--- src/sv/sspc_pkg.sv ---
package sspc_pkg;

	localparam int unsigned TimeW   = 32;
	localparam int unsigned StepW   = 22;
	localparam int unsigned TpuW    = 10;
	localparam int unsigned CfgW    = 22;
	localparam int unsigned CfgIdxW = 2;

	localparam logic [StepW-1:0] StepTimeRst = StepW'(125000);
	localparam logic [TpuW-1:0]  TpuRst      = TpuW'(200);
	localparam logic [TimeW-1:0] StepTicksRst = TimeW'(125000 * 200);
	localparam logic [TimeW-1:0] GateTicksRst = TimeW'((125000 / 2) * 200);

	typedef enum logic [2:0] {
		FUNC_RESTART = 3'd0,
		FUNC_START   = 3'd1,
		FUNC_SYNC    = 3'd2,
		FUNC_BG_POLL = 3'd3,
		FUNC_FG_POLL = 3'd4
	} func_t;

	typedef enum logic [CfgIdxW-1:0] {
		REG_SYNC_SOURCE  = 2'd0,
		REG_STEP_TIME    = 2'd1,
		REG_TICKS_PER_US = 2'd2
	} reg_idx_t;

	typedef struct packed {
		logic [2:0]       func;
		logic [TimeW-1:0] time_stamp;
		logic             gate_on;
		logic             step_slides;
	} in_item_t;

	typedef struct packed {
		logic go_first_step;
		logic advance_step;
		logic activate_step;
		logic gate_off;
	} out_item_t;

	typedef struct packed {
		logic             pulse_mode;
		logic [TimeW-1:0] step_ticks;
		logic [TimeW-1:0] gate_ticks;
	} cfg_t;

endpackage

--- src/sv/sspc_cfg.sv ---
module sspc_cfg (
	input  logic                          clk,
	input  logic                          arst_n,
	input  logic                          cfg_we,
	input  logic [sspc_pkg::CfgIdxW-1:0]  cfg_index,
	input  logic [sspc_pkg::CfgW-1:0]     cfg_wdata,
	output sspc_pkg::cfg_t                cfg
);
	import sspc_pkg::*;

	logic             src_q, src_d;
	logic [StepW-1:0] step_time_q, step_time_d;
	logic [TpuW-1:0]  tpu_q, tpu_d;
	logic [TimeW-1:0] step_ticks_q, gate_ticks_q;
	logic [TimeW-1:0] step_prod, gate_prod;

	always_comb begin
		src_d       = src_q;
		step_time_d = step_time_q;
		tpu_d       = tpu_q;
		if (cfg_we) begin
			case (cfg_index)
				REG_SYNC_SOURCE:  src_d       = cfg_wdata[0];
				REG_STEP_TIME:    step_time_d = cfg_wdata[StepW-1:0];
				REG_TICKS_PER_US: tpu_d       = cfg_wdata[TpuW-1:0];
				default: ;
			endcase
		end
	end

	// products never exceed 32 bits at these field widths
	assign step_prod = TimeW'(step_time_d) * TimeW'(tpu_d);
	assign gate_prod = TimeW'(step_time_d >> 1) * TimeW'(tpu_d);

	always_ff @(posedge clk or negedge arst_n) begin
		if (!arst_n) begin
			src_q        <= 1'b0;
			step_time_q  <= StepTimeRst;
			tpu_q        <= TpuRst;
			step_ticks_q <= StepTicksRst;
			gate_ticks_q <= GateTicksRst;
		end else if (cfg_we) begin
			src_q        <= src_d;
			step_time_q  <= step_time_d;
			tpu_q        <= tpu_d;
			step_ticks_q <= step_prod;
			gate_ticks_q <= gate_prod;
		end
	end

	assign cfg.pulse_mode = src_q;
	assign cfg.step_ticks = step_ticks_q;
	assign cfg.gate_ticks = gate_ticks_q;

endmodule

--- src/sv/sspc_core.sv ---
module sspc_core (
	input  logic                 clk,
	input  logic                 arst_n,
	input  logic                 fire,
	input  sspc_pkg::in_item_t   item,
	input  sspc_pkg::cfg_t       cfg,
	output sspc_pkg::out_item_t  result
);
	import sspc_pkg::*;

	logic [TimeW-1:0] step_start_q, step_start_d;
	logic [TimeW-1:0] last_sync_q, last_sync_d;
	logic [TimeW-1:0] period_q, period_d;
	logic sync_pend_q, sync_pend_d;
	logic half_done_q, half_done_d;
	logic pulse_pend_q, pulse_pend_d;
	logic first_seen_q, first_seen_d;
	logic [TimeW-1:0] elapsed, since_sync;

	assign elapsed = item.time_stamp - step_start_q;

	always_comb begin
		step_start_d = step_start_q;
		last_sync_d  = last_sync_q;
		period_d     = period_q;
		sync_pend_d  = sync_pend_q;
		half_done_d  = half_done_q;
		pulse_pend_d = pulse_pend_q;
		first_seen_d = first_seen_q;
		since_sync   = '0;
		result       = '0;
		case (item.func)
			FUNC_RESTART: begin
				result.go_first_step = 1'b1;
				result.activate_step = 1'b1;
				sync_pend_d          = 1'b0;
				period_d             = '0;
				half_done_d          = 1'b0;
			end
			FUNC_START: begin
				step_start_d         = item.time_stamp;
				result.go_first_step = 1'b1;
				result.activate_step = !cfg.pulse_mode;
				sync_pend_d          = 1'b0;
				period_d             = '0;
				first_seen_d         = 1'b0;
				pulse_pend_d         = 1'b0;
			end
			FUNC_SYNC: begin
				sync_pend_d = 1'b1;
			end
			FUNC_BG_POLL: begin
				if (cfg.pulse_mode) begin
					if (sync_pend_q) begin
						sync_pend_d  = 1'b0;
						period_d     = item.time_stamp - last_sync_q;
						last_sync_d  = item.time_stamp;
						half_done_d  = 1'b0;
						pulse_pend_d = 1'b1;
					end
					since_sync = item.time_stamp - last_sync_d;
					if (!half_done_d && since_sync >= (period_d >> 1)) begin
						half_done_d  = 1'b1;
						pulse_pend_d = 1'b1;
					end
				end
			end
			FUNC_FG_POLL: begin
				result.gate_off = item.gate_on && !item.step_slides &&
					(elapsed >= cfg.gate_ticks);
				if (!cfg.pulse_mode) begin
					if (elapsed >= cfg.step_ticks) begin
						step_start_d         = item.time_stamp;
						result.advance_step  = 1'b1;
						result.activate_step = 1'b1;
					end
				end else if (pulse_pend_q) begin
					pulse_pend_d         = 1'b0;
					step_start_d         = item.time_stamp;
					first_seen_d         = 1'b1;
					result.advance_step  = first_seen_q;
					result.activate_step = 1'b1;
				end
			end
			default: ;
		endcase
	end

	always_ff @(posedge clk or negedge arst_n) begin
		if (!arst_n) begin
			step_start_q <= '0;
			last_sync_q  <= '0;
			period_q     <= '0;
			sync_pend_q  <= 1'b0;
			half_done_q  <= 1'b0;
			pulse_pend_q <= 1'b0;
			first_seen_q <= 1'b0;
		end else if (fire) begin
			step_start_q <= step_start_d;
			last_sync_q  <= last_sync_d;
			period_q     <= period_d;
			sync_pend_q  <= sync_pend_d;
			half_done_q  <= half_done_d;
			pulse_pend_q <= pulse_pend_d;
			first_seen_q <= first_seen_d;
		end
	end

endmodule

--- src/sv/step_sequencer_play_clock.sv ---
// Pipeline: an input beat is taken into the input register; its result beat is
// then loaded into the result register, which holds it until it is taken.
// Throughput: one beat per cycle unless out_ready stalls; timing state updates in one pass.
// Reset: arst_n clears all timing state and both stage valid flags, and loads
// the default configuration (internal timer, 125000 us step, 200 ticks/us).
module step_sequencer_play_clock (
	input  logic                          clk,
	input  logic                          arst_n,
	input  logic                          in_valid,
	output logic                          in_ready,
	input  sspc_pkg::in_item_t            in_item,
	output logic                          out_valid,
	input  logic                          out_ready,
	output sspc_pkg::out_item_t           out_item,
	input  logic                          cfg_we,
	input  logic [sspc_pkg::CfgIdxW-1:0]  cfg_index,
	input  logic [sspc_pkg::CfgW-1:0]     cfg_wdata
);
	import sspc_pkg::*;

	in_item_t  item_s1;
	logic      valid_s1;
	out_item_t out_item_q;
	logic      out_valid_q;
	out_item_t result;
	cfg_t      cfg;
	logic      fire;

	assign fire     = valid_s1 && (!out_valid_q || out_ready);
	assign in_ready = !valid_s1 || fire;

	sspc_cfg u_cfg (
		.clk       (clk),
		.arst_n    (arst_n),
		.cfg_we    (cfg_we),
		.cfg_index (cfg_index),
		.cfg_wdata (cfg_wdata),
		.cfg       (cfg)
	);

	sspc_core u_core (
		.clk    (clk),
		.arst_n (arst_n),
		.fire   (fire),
		.item   (item_s1),
		.cfg    (cfg),
		.result (result)
	);

	always_ff @(posedge clk or negedge arst_n) begin
		if (!arst_n) begin
			valid_s1 <= 1'b0;
		end else if (in_ready) begin
			valid_s1 <= in_valid;
		end
	end

	always_ff @(posedge clk) begin
		if (in_ready && in_valid) begin
			item_s1 <= in_item;
		end
	end

	always_ff @(posedge clk or negedge arst_n) begin
		if (!arst_n) begin
			out_valid_q <= 1'b0;
		end else if (fire) begin
			out_valid_q <= 1'b1;
		end else if (out_ready) begin
			out_valid_q <= 1'b0;
		end
	end

	always_ff @(posedge clk) begin
		if (fire) begin
			out_item_q <= result;
		end
	end

	assign out_valid = out_valid_q;
	assign out_item  = out_item_q;

endmodule
--- config.mk ---
export PLATFORM = sky130hd
export DESIGN_NAME = step_sequencer_play_clock
export DESIGN_NICKNAME = d
export VERILOG_FILES = /design/src/sv/sspc_pkg.sv /design/src/sv/sspc_cfg.sv /design/src/sv/sspc_core.sv /design/src/sv/step_sequencer_play_clock.sv
export SDC_FILE = /design/constraint.sdc
export NUM_CORES = 1
export LEC_CHECK = 0
export BUFFER_PORTS_ARGS = -buffer_cell sky130_fd_sc_hd__buf_2
export CAP_MARGIN = 20
export CORE_ASPECT_RATIO = 0.75
export CORE_MARGIN = 10
export CORE_UTILIZATION = 50
export DETAILED_ROUTE_END_ITERATION = 8
export GPL_TIMING_DRIVEN = 0
export PLACE_DENSITY = 0.74
export REMOVE_ABC_BUFFERS = 1
export SYNTH_ARGS = -nofsm -noshare
export SYNTH_HDL_FRONTEND = slang
export SYNTH_HIERARCHICAL = 1
export SYNTH_SLANG_ARGS = --single-unit
export TNS_END_PERCENT = 30
--- constraint.sdc ---
create_clock -name clk -period 5.87 [get_ports clk]
set_clock_uncertainty 0.15 [all_clocks]
set_input_delay 0.2935 -clock clk [delete_from_list [all_inputs] [get_ports clk]]
set_output_delay 0.2935 -clock clk [all_outputs]
set_load 0.01 [all_outputs]
==> results of run 1 <==
[logic make-up after synthesis]
kind of cell / share of synthesized area
buffers and inverters: 0.07208
other: 0.0001473
adder cells (fa/ha/maj): 0.2815
multiplexers: 0.05429
AO/OA/AOI/OAI: 0.1743
AND/OR/NAND/NOR: 0.1338
XOR/XNOR: 0.04024
flip-flops: 0.2436
[final cells by class]
cell class	instances	share of cell area
clock buffers	34	0.02691
clock inverters	19	0.005976
inverters	390	0.04950
multi-input cells	2095	0.6123
flip-flops and latches	238	0.2045
well taps	657	0.02708
repair buffers	254	0.07295
repair inverters	3	0.0007419
[per-layer routing]
layer / wire length (um) / vias to the layer above / track usage
met5: 0 / - / 0
met4: 1456 / 0 / 0.05099
met3: 5670 / 105 / 0.05089
met2: 31160 / 741 / 0.3545
met1: 31180 / 10670 / 0.3146
li1: - / 10130 / -
[path summary, 6_finish.rpt]
kind	endpoint	slack, ps	cells after the start
setup / recovery	u_cfg/gate_ticks_q[25]	-70	21
hold / removal	u_cfg/step_ticks_q[14]	20	3
setup reg to reg	u_cfg/gate_ticks_q[25]	-70	21
hold reg to reg	u_core/period_q[10]	330	2
max in group asynchronous	u_cfg/gate_ticks_q[20]	4420	3
min in group asynchronous	u_core/period_q[6]	140	2
[what timing repair did]
action                                  4_1_cts  5_1_grt
endpoints found under the setup margin       86       70
hold buffers                                 59        1
gates resized for setup                     155      112
buffers inserted                             57       46
cloned                                        6        1
pin swaps                                    34       77
hold endpoints to repair                    171        1
[cells in the final DEF, fill, tap and decap left out, types with 19 or more instances in the layout]
master / synthesis / final
inv_1: 382 / 365
ha_1: 285 / 260
nand2_1: 259 / 246
nor2_1: 204 / 199
fa_1: 180 / 170
dfrtp_1: 163 / 161
o21ai_0: 139 / 126
a21oi_1: 141 / 124
buf_4: 3 / 92
xnor2_1: 87 / 87
a21o_1: 87 / 87
buf_2: 13 / 69
mux2i_1: 92 / 64
dlygate4sd3_1: 0 / 60
nand2b_1: 57 / 57
edfxtp_1: 41 / 41
nand4_1: 41 / 41
mux2_2: 41 / 37
nand3_1: 37 / 35
nor3_1: 38 / 35
o22ai_1: 35 / 35
dfstp_2: 34 / 34
clkbuf_16: 0 / 32
xor2_1: 30 / 30
o221a_2: 31 / 30
mux2i_4: 0 / 27
a211oi_1: 24 / 23
ha_4: 0 / 23
nor2b_1: 20 / 20
o21bai_1: 22 / 19
[per-stage QoR]
stage	cells	utilization
6_report	3690	0.6037
5_1_grt	3690	0.6037
4_1_cts	3642	0.5866
3_5_place_dp	3467	0.5289
3_3_place_gp	3449	0.5225
2_1_floorplan	2721	-
[tightest hold or removal path, delay by kind of cell]
family	cells	cell delay (ps)
AOI/OAI and AO/OA	1	100
buffers and inverters	2	330
[sequential cells by signal, summed over array words and instances (netlist names), 4 cells and up]
name                 flops
u_cfg/tpu_q             10
out_item                 4
u_cfg/step_time_q       22
u_cfg/step_ticks_q      32
u_cfg/gate_ticks_q      31
u_core/last_sync_q      32
u_core/period_q         31
item_s1                 37
u_core/step_start_q     32
==> out/qor.txt, run 1 <==
status = complete, but fails checks
failing checks = setup timing
Top Family by Delay on Critical Path = adder cells
Final Max Tran Viols = 0
commonest cells in the synthesized netlist = 382 x inv_1, 285 x ha_1, 259 x nand2_1
Final Cycle Share = 1.012
CP startpoint kind = register
RSZ-0062 raised after global routing = yes
synthesized area = 25470 um2
Post-synth top flop = dfrtp_1
Synth Instances = 2812
Max stage delay on crit path = 530 ps
fin crit period = 5941 ps
Routed Antenna Nets = 0
Worst-Skew Late Latency = 580 ps
Worst Path Max Fanout = 8
htree depth = 1
clock sink total = 238
Slew @ Worst Pin = 948.6 ps
vias per cell = 5.868
clock slew at reported path FFs = 70 ps
most common cell in the netlist = inv_1
# IOs = 72
fmax = 168.3 MHz
Fillers = 4102
Hold Fails Final Rpt = 0
Final Wtd Congestion = 0.9195
via count = 21650
Post-synth EDFFs = 41
Max Cap Violations = 0
hold_sp = cfg_we
most frequent CP cell = fa_1
first-pass GRT wire length = 113.8 mm
Die H = 215.4 um
register area = 6208 um2
minimum hold slack = 23.59 ps
Synth area leader = dfrtp_1
Final TNS setup = -195.3 ps
Total GRT Usage = 0.2264
DR pass1 iterations = 6
Residual DRC = 0
vias in the first global route = 22150
CP Buf/Inv Count = 6
worst slack, placed = -2856 ps
Antenna Cells = 0
core area = 50280 um2
Critical R2R Launch = u_cfg/tpu_q[2]
Initial Utilization = 0.5065
die area = 60450 um2
Port Buffers = 71
post-route setup slack = -70.82 ps
CP Cell Sequence = mux2i_4 > buf_12 > buf_4 > clkinvlp_4 > nand2_1 > fa_1 > inv_1 > fa_1 > fa_1 > fa_1 > inv_1 > fa_1 > inv_1 > ha_4 > nand3_4 > nor4_4 > o31a_1 > o211ai_4 > a211oi_4 > nor2_1 > o311ai_1
placement row count = 71
Final Instance Area = 30360 um2
Clock Tree Root = clkbuf_16
Multi-input gate area = 18590 um2
max_slew headroom = 0.3652
worst min-delay path class = input pin to register
CP Capture Type = register
gr ovfl total = 0
WS Path Type = register to register
WL/cell = 18.82 um
post-DP HPWL = 50.76 mm
CTS tree = yes
clock buffers created by TritonCTS = 29
syn avg cell area = 9.056 um2
flop and latch count out of synthesis = 238
Final Setup Violations = 7
largest net degree at the start of global routing = 100
sequential share of the synthesized area = 0.2436
Netlist cell types = 88
WP data required = 6190 ps
placement-stage cell area = 26590 um2
CP max-delay cell = fa_1
Setup crit start = u_cfg/tpu_q[2]
antenna violations before repair = 2
final net count = 3542
Synth async-reset ratio = 0.8277
routed wire length = 69.46 mm
DRT iter0 DRCs = 1760
post-synth top area share = 0.1602
Area growth syn-to-layout = 19.21%
Die Wd = 280.6 um
Arrival @ worst endpoint = 6260 ps
clk buf depth = 3
Synth warnings = 6
fraction of layout cells with a size suffix above 1 = 0.1790
most area-consuming cells after synthesis = dfrtp_1 16%, fa_1 14%, ha_1 14%, inv_1 5.6%, edfxtp_1 4.8%
Power of run 1 is not shown: default switching activity piles up to over one toggle a cycle in this logic, so the estimate is an artifact.
==> run 2: changes to the inputs <==
PLACE_DENSITY = 0.71   (was 0.74)
clock period = 6.1 ns   (was 5.87 ns; I/O delays follow)
==> run 2 against run 1 <==
Against the previous run:
- the flow now finishes without violations
- final area fell by 2.4%
- worst hold slack improved by 9.5 ps
- flip-flop and latch count did not move
- routed wire length fell by 3.0%
- count of clock-buffer cells in the layout rose by 5
- cell count fell by 0.84%
- maximum frequency fell by 1.7%
- via count fell by 1.8%
- sequential share of layout area rose by 0.50 points
- die area did not move
- global-route usage fell by 0.65 points
==> out/qor.txt, run 2 (synthesis results as in run 1) <==
fmax = 165.4 MHz (-1.7%)
WS Path Type = register to register
largest net degree at the start of global routing = 103 (+3.0%)
Max stage delay on crit path = 620 ps (+90 ps)
fraction of layout cells with a size suffix above 1 = 0.1559 (-0.02313)
CP Capture Type = register
DR pass1 iterations = 5 (-1)
WHS Path Cells = 3 (unchanged)
vias in the first global route = 21530 (-2.8%)
Worst-Skew Late Latency = 580 ps (about the same)
clock sink total = 238 (unchanged)
Routed Antenna Nets = 0 (unchanged)
worst min-delay path class = input pin to register
RSZ-0062 raised after global routing = yes
register area = 6207 um2 (about the same)
CP Cell Sequence = mux2i_4 > clkinvlp_4 > buf_6 > and2_4 > fa_1 > fa_1 > inv_2 > fa_1 > fa_1 > inv_1 > fa_1 > ha_4 > nand4_1 > or4_4 > o31ai_4 > nor2_2 > xor2_1 > mux2_4
Multi-input gate area = 18250 um2 (-1.8%)
status = completed
WP data required = 6410 ps (+220 ps)
Die H = 215.4 um (unchanged)
clock buffers created by TritonCTS = 29 (unchanged)
die area = 60450 um2 (unchanged)
most common cell after layout, fill and taps aside = inv_1
Initial Utilization = 0.5065 (unchanged)
minimum hold slack = 33.09 ps (+9.499 ps)
CTS tree = yes
Final Wtd Congestion = 0.9131 (-0.70%)
Residual DRC = 0 (unchanged)
worst slack, placed = -2762 ps (+93.62 ps)
htree depth = 1 (unchanged)
Hold Fails Final Rpt = 0 (unchanged)
CP startpoint kind = register
DRT iter0 DRCs = 1752 (-0.45%)
Port Buffers = 71 (unchanged)
clk buf depth = 3 (unchanged)
most frequent CP cell = fa_1
core area = 50280 um2 (unchanged)
first-pass GRT wire length = 110.1 mm (-3.2%)
gr ovfl total = 0 (unchanged)
clock slew at reported path FFs = 60 ps (about the same)
Final Max Tran Viols = 0 (unchanged)
fin crit period = 6047 ps (+105.7 ps)
CP max-delay cell = or4_4
Final Setup Violations = 0 (-7)
WL/cell = 18.42 um (-2.1%)
Biggest register = item_s1
post-DP HPWL = 50.76 mm (about the same)
# IOs = 72 (unchanged)
Fillers = 4344 (+5.9%)
Antenna Cells = 0 (unchanged)
most frequent cells in the layout = 367 x inv_1, 264 x ha_1, 254 x nand2_1
worst r2r path cells = 18 (-14%)
max_slew headroom = 0.4003 (+0.03510)
Arrival @ worst endpoint = 6350 ps (+90 ps)
Total GRT Usage = 0.2199 (-0.006473)
Die Wd = 280.6 um (unchanged)
Worst Path Max Fanout = 8 (unchanged)
final net count = 3511 (-0.88%)
via count = 21260 (-1.8%)
Area growth syn-to-layout = 16.35%
Slew @ Worst Pin = 896.2 ps (-52.46 ps)
placement row count = 71 (unchanged)
routed wire length = 67.41 mm (-3.0%)
Max Cap Violations = 0 (unchanged)
Clock Tree Root = clkbuf_16
Final Cycle Share = 0.9912 (-0.02083)
vias per cell = 5.811 (-0.98%)
antenna violations before repair = 0 (-2)
post-route setup slack = 53.45 ps (+124.3 ps)
number of flip-flops in the largest register = 37 (unchanged)
[run 2: cell types whose count changed in the layout (fill, tap and decap cells not counted), sizes merged, moves of 2 or more]
cell         delta
dlygate4sd3     -3
inv             -7
clkinv          +2
buf            -25
clkbuf          +4
[run 2: metrics by stage]
stage / TNS (ps) / instance area (um2) / utilization / cells
after floorplan: -13380 / 25090 / - / 2721
after global placement: -209700 / 26270 / 0.5225 / 3449
after detailed placement: -104200 / 26570 / 0.5284 / 3466
after CTS: -31.99 / 28800 / 0.5728 / 3610
after global routing: -601.0 / 29630 / 0.5893 / 3659
final: 0 / 29630 / 0.5893 / 3659
[run 2: critical path: cells and delay by family, from the launching register on]
| family | cells | cell delay (ps) |
|---|---|---|
| muxes | 2 | 600 |
| AOI/OAI and AO/OA | 1 | 390 |
| buffers and inverters | 4 | 440 |
| DFF | 1 | 390 |
| adders and majority gates | 6 | 2800 |
| xor gates and xnor gates | 1 | 170 |
| and+or+nand+nor | 4 | 990 |
[run 2: area by class of cell]
class                   count  share of cell area
multi-input cells        2094              0.6160
flip-flops and latches    238              0.2095
repair buffers            225             0.06507
inverters                 390             0.05046
well taps                 657             0.02774
clock buffers              39             0.02643
clock inverters            14            0.004265
repair inverters            2           0.0005067
[run 2: what timing repair did]
action,in CTS,in global routing
resized for setup,104,95
buffers inserted,34,44
hold endpoints to repair,127,2
hold buffers,55,2
cloned,2,1
setup endpoints to repair,84,68
pin swaps,10,66
[run 2: worst paths after layout]
| path | from | endpoint | slack [ps] |
|---|---|---|---|
| setup / recovery | u_cfg/tpu_q[2] | u_cfg/gate_ticks_q[30] | 50 |
| hold / removal | cfg_wdata[5] | u_cfg/step_time_q[5] | 30 |
| setup reg to reg | u_cfg/tpu_q[2] | u_cfg/gate_ticks_q[30] | 50 |
| hold reg to reg | u_core/period_q[7] | u_core/period_q[7] | 330 |
| max in group asynchronous | arst_n | u_core/sync_pend_q | 4470 |
| min in group asynchronous | arst_n | u_cfg/step_time_q[5] | 200 |
[run 2: metal layers]
metal,routed length [um],global-route usage,vias to the layer above
met1,31830,0.3099,10500
met5,0,0,-
met2,29620,0.3399,621
met3,4675,0.04981,89
met4,1275,0.04759,0
li1,-,-,10050
Power of run 2 is left out for the same reason.
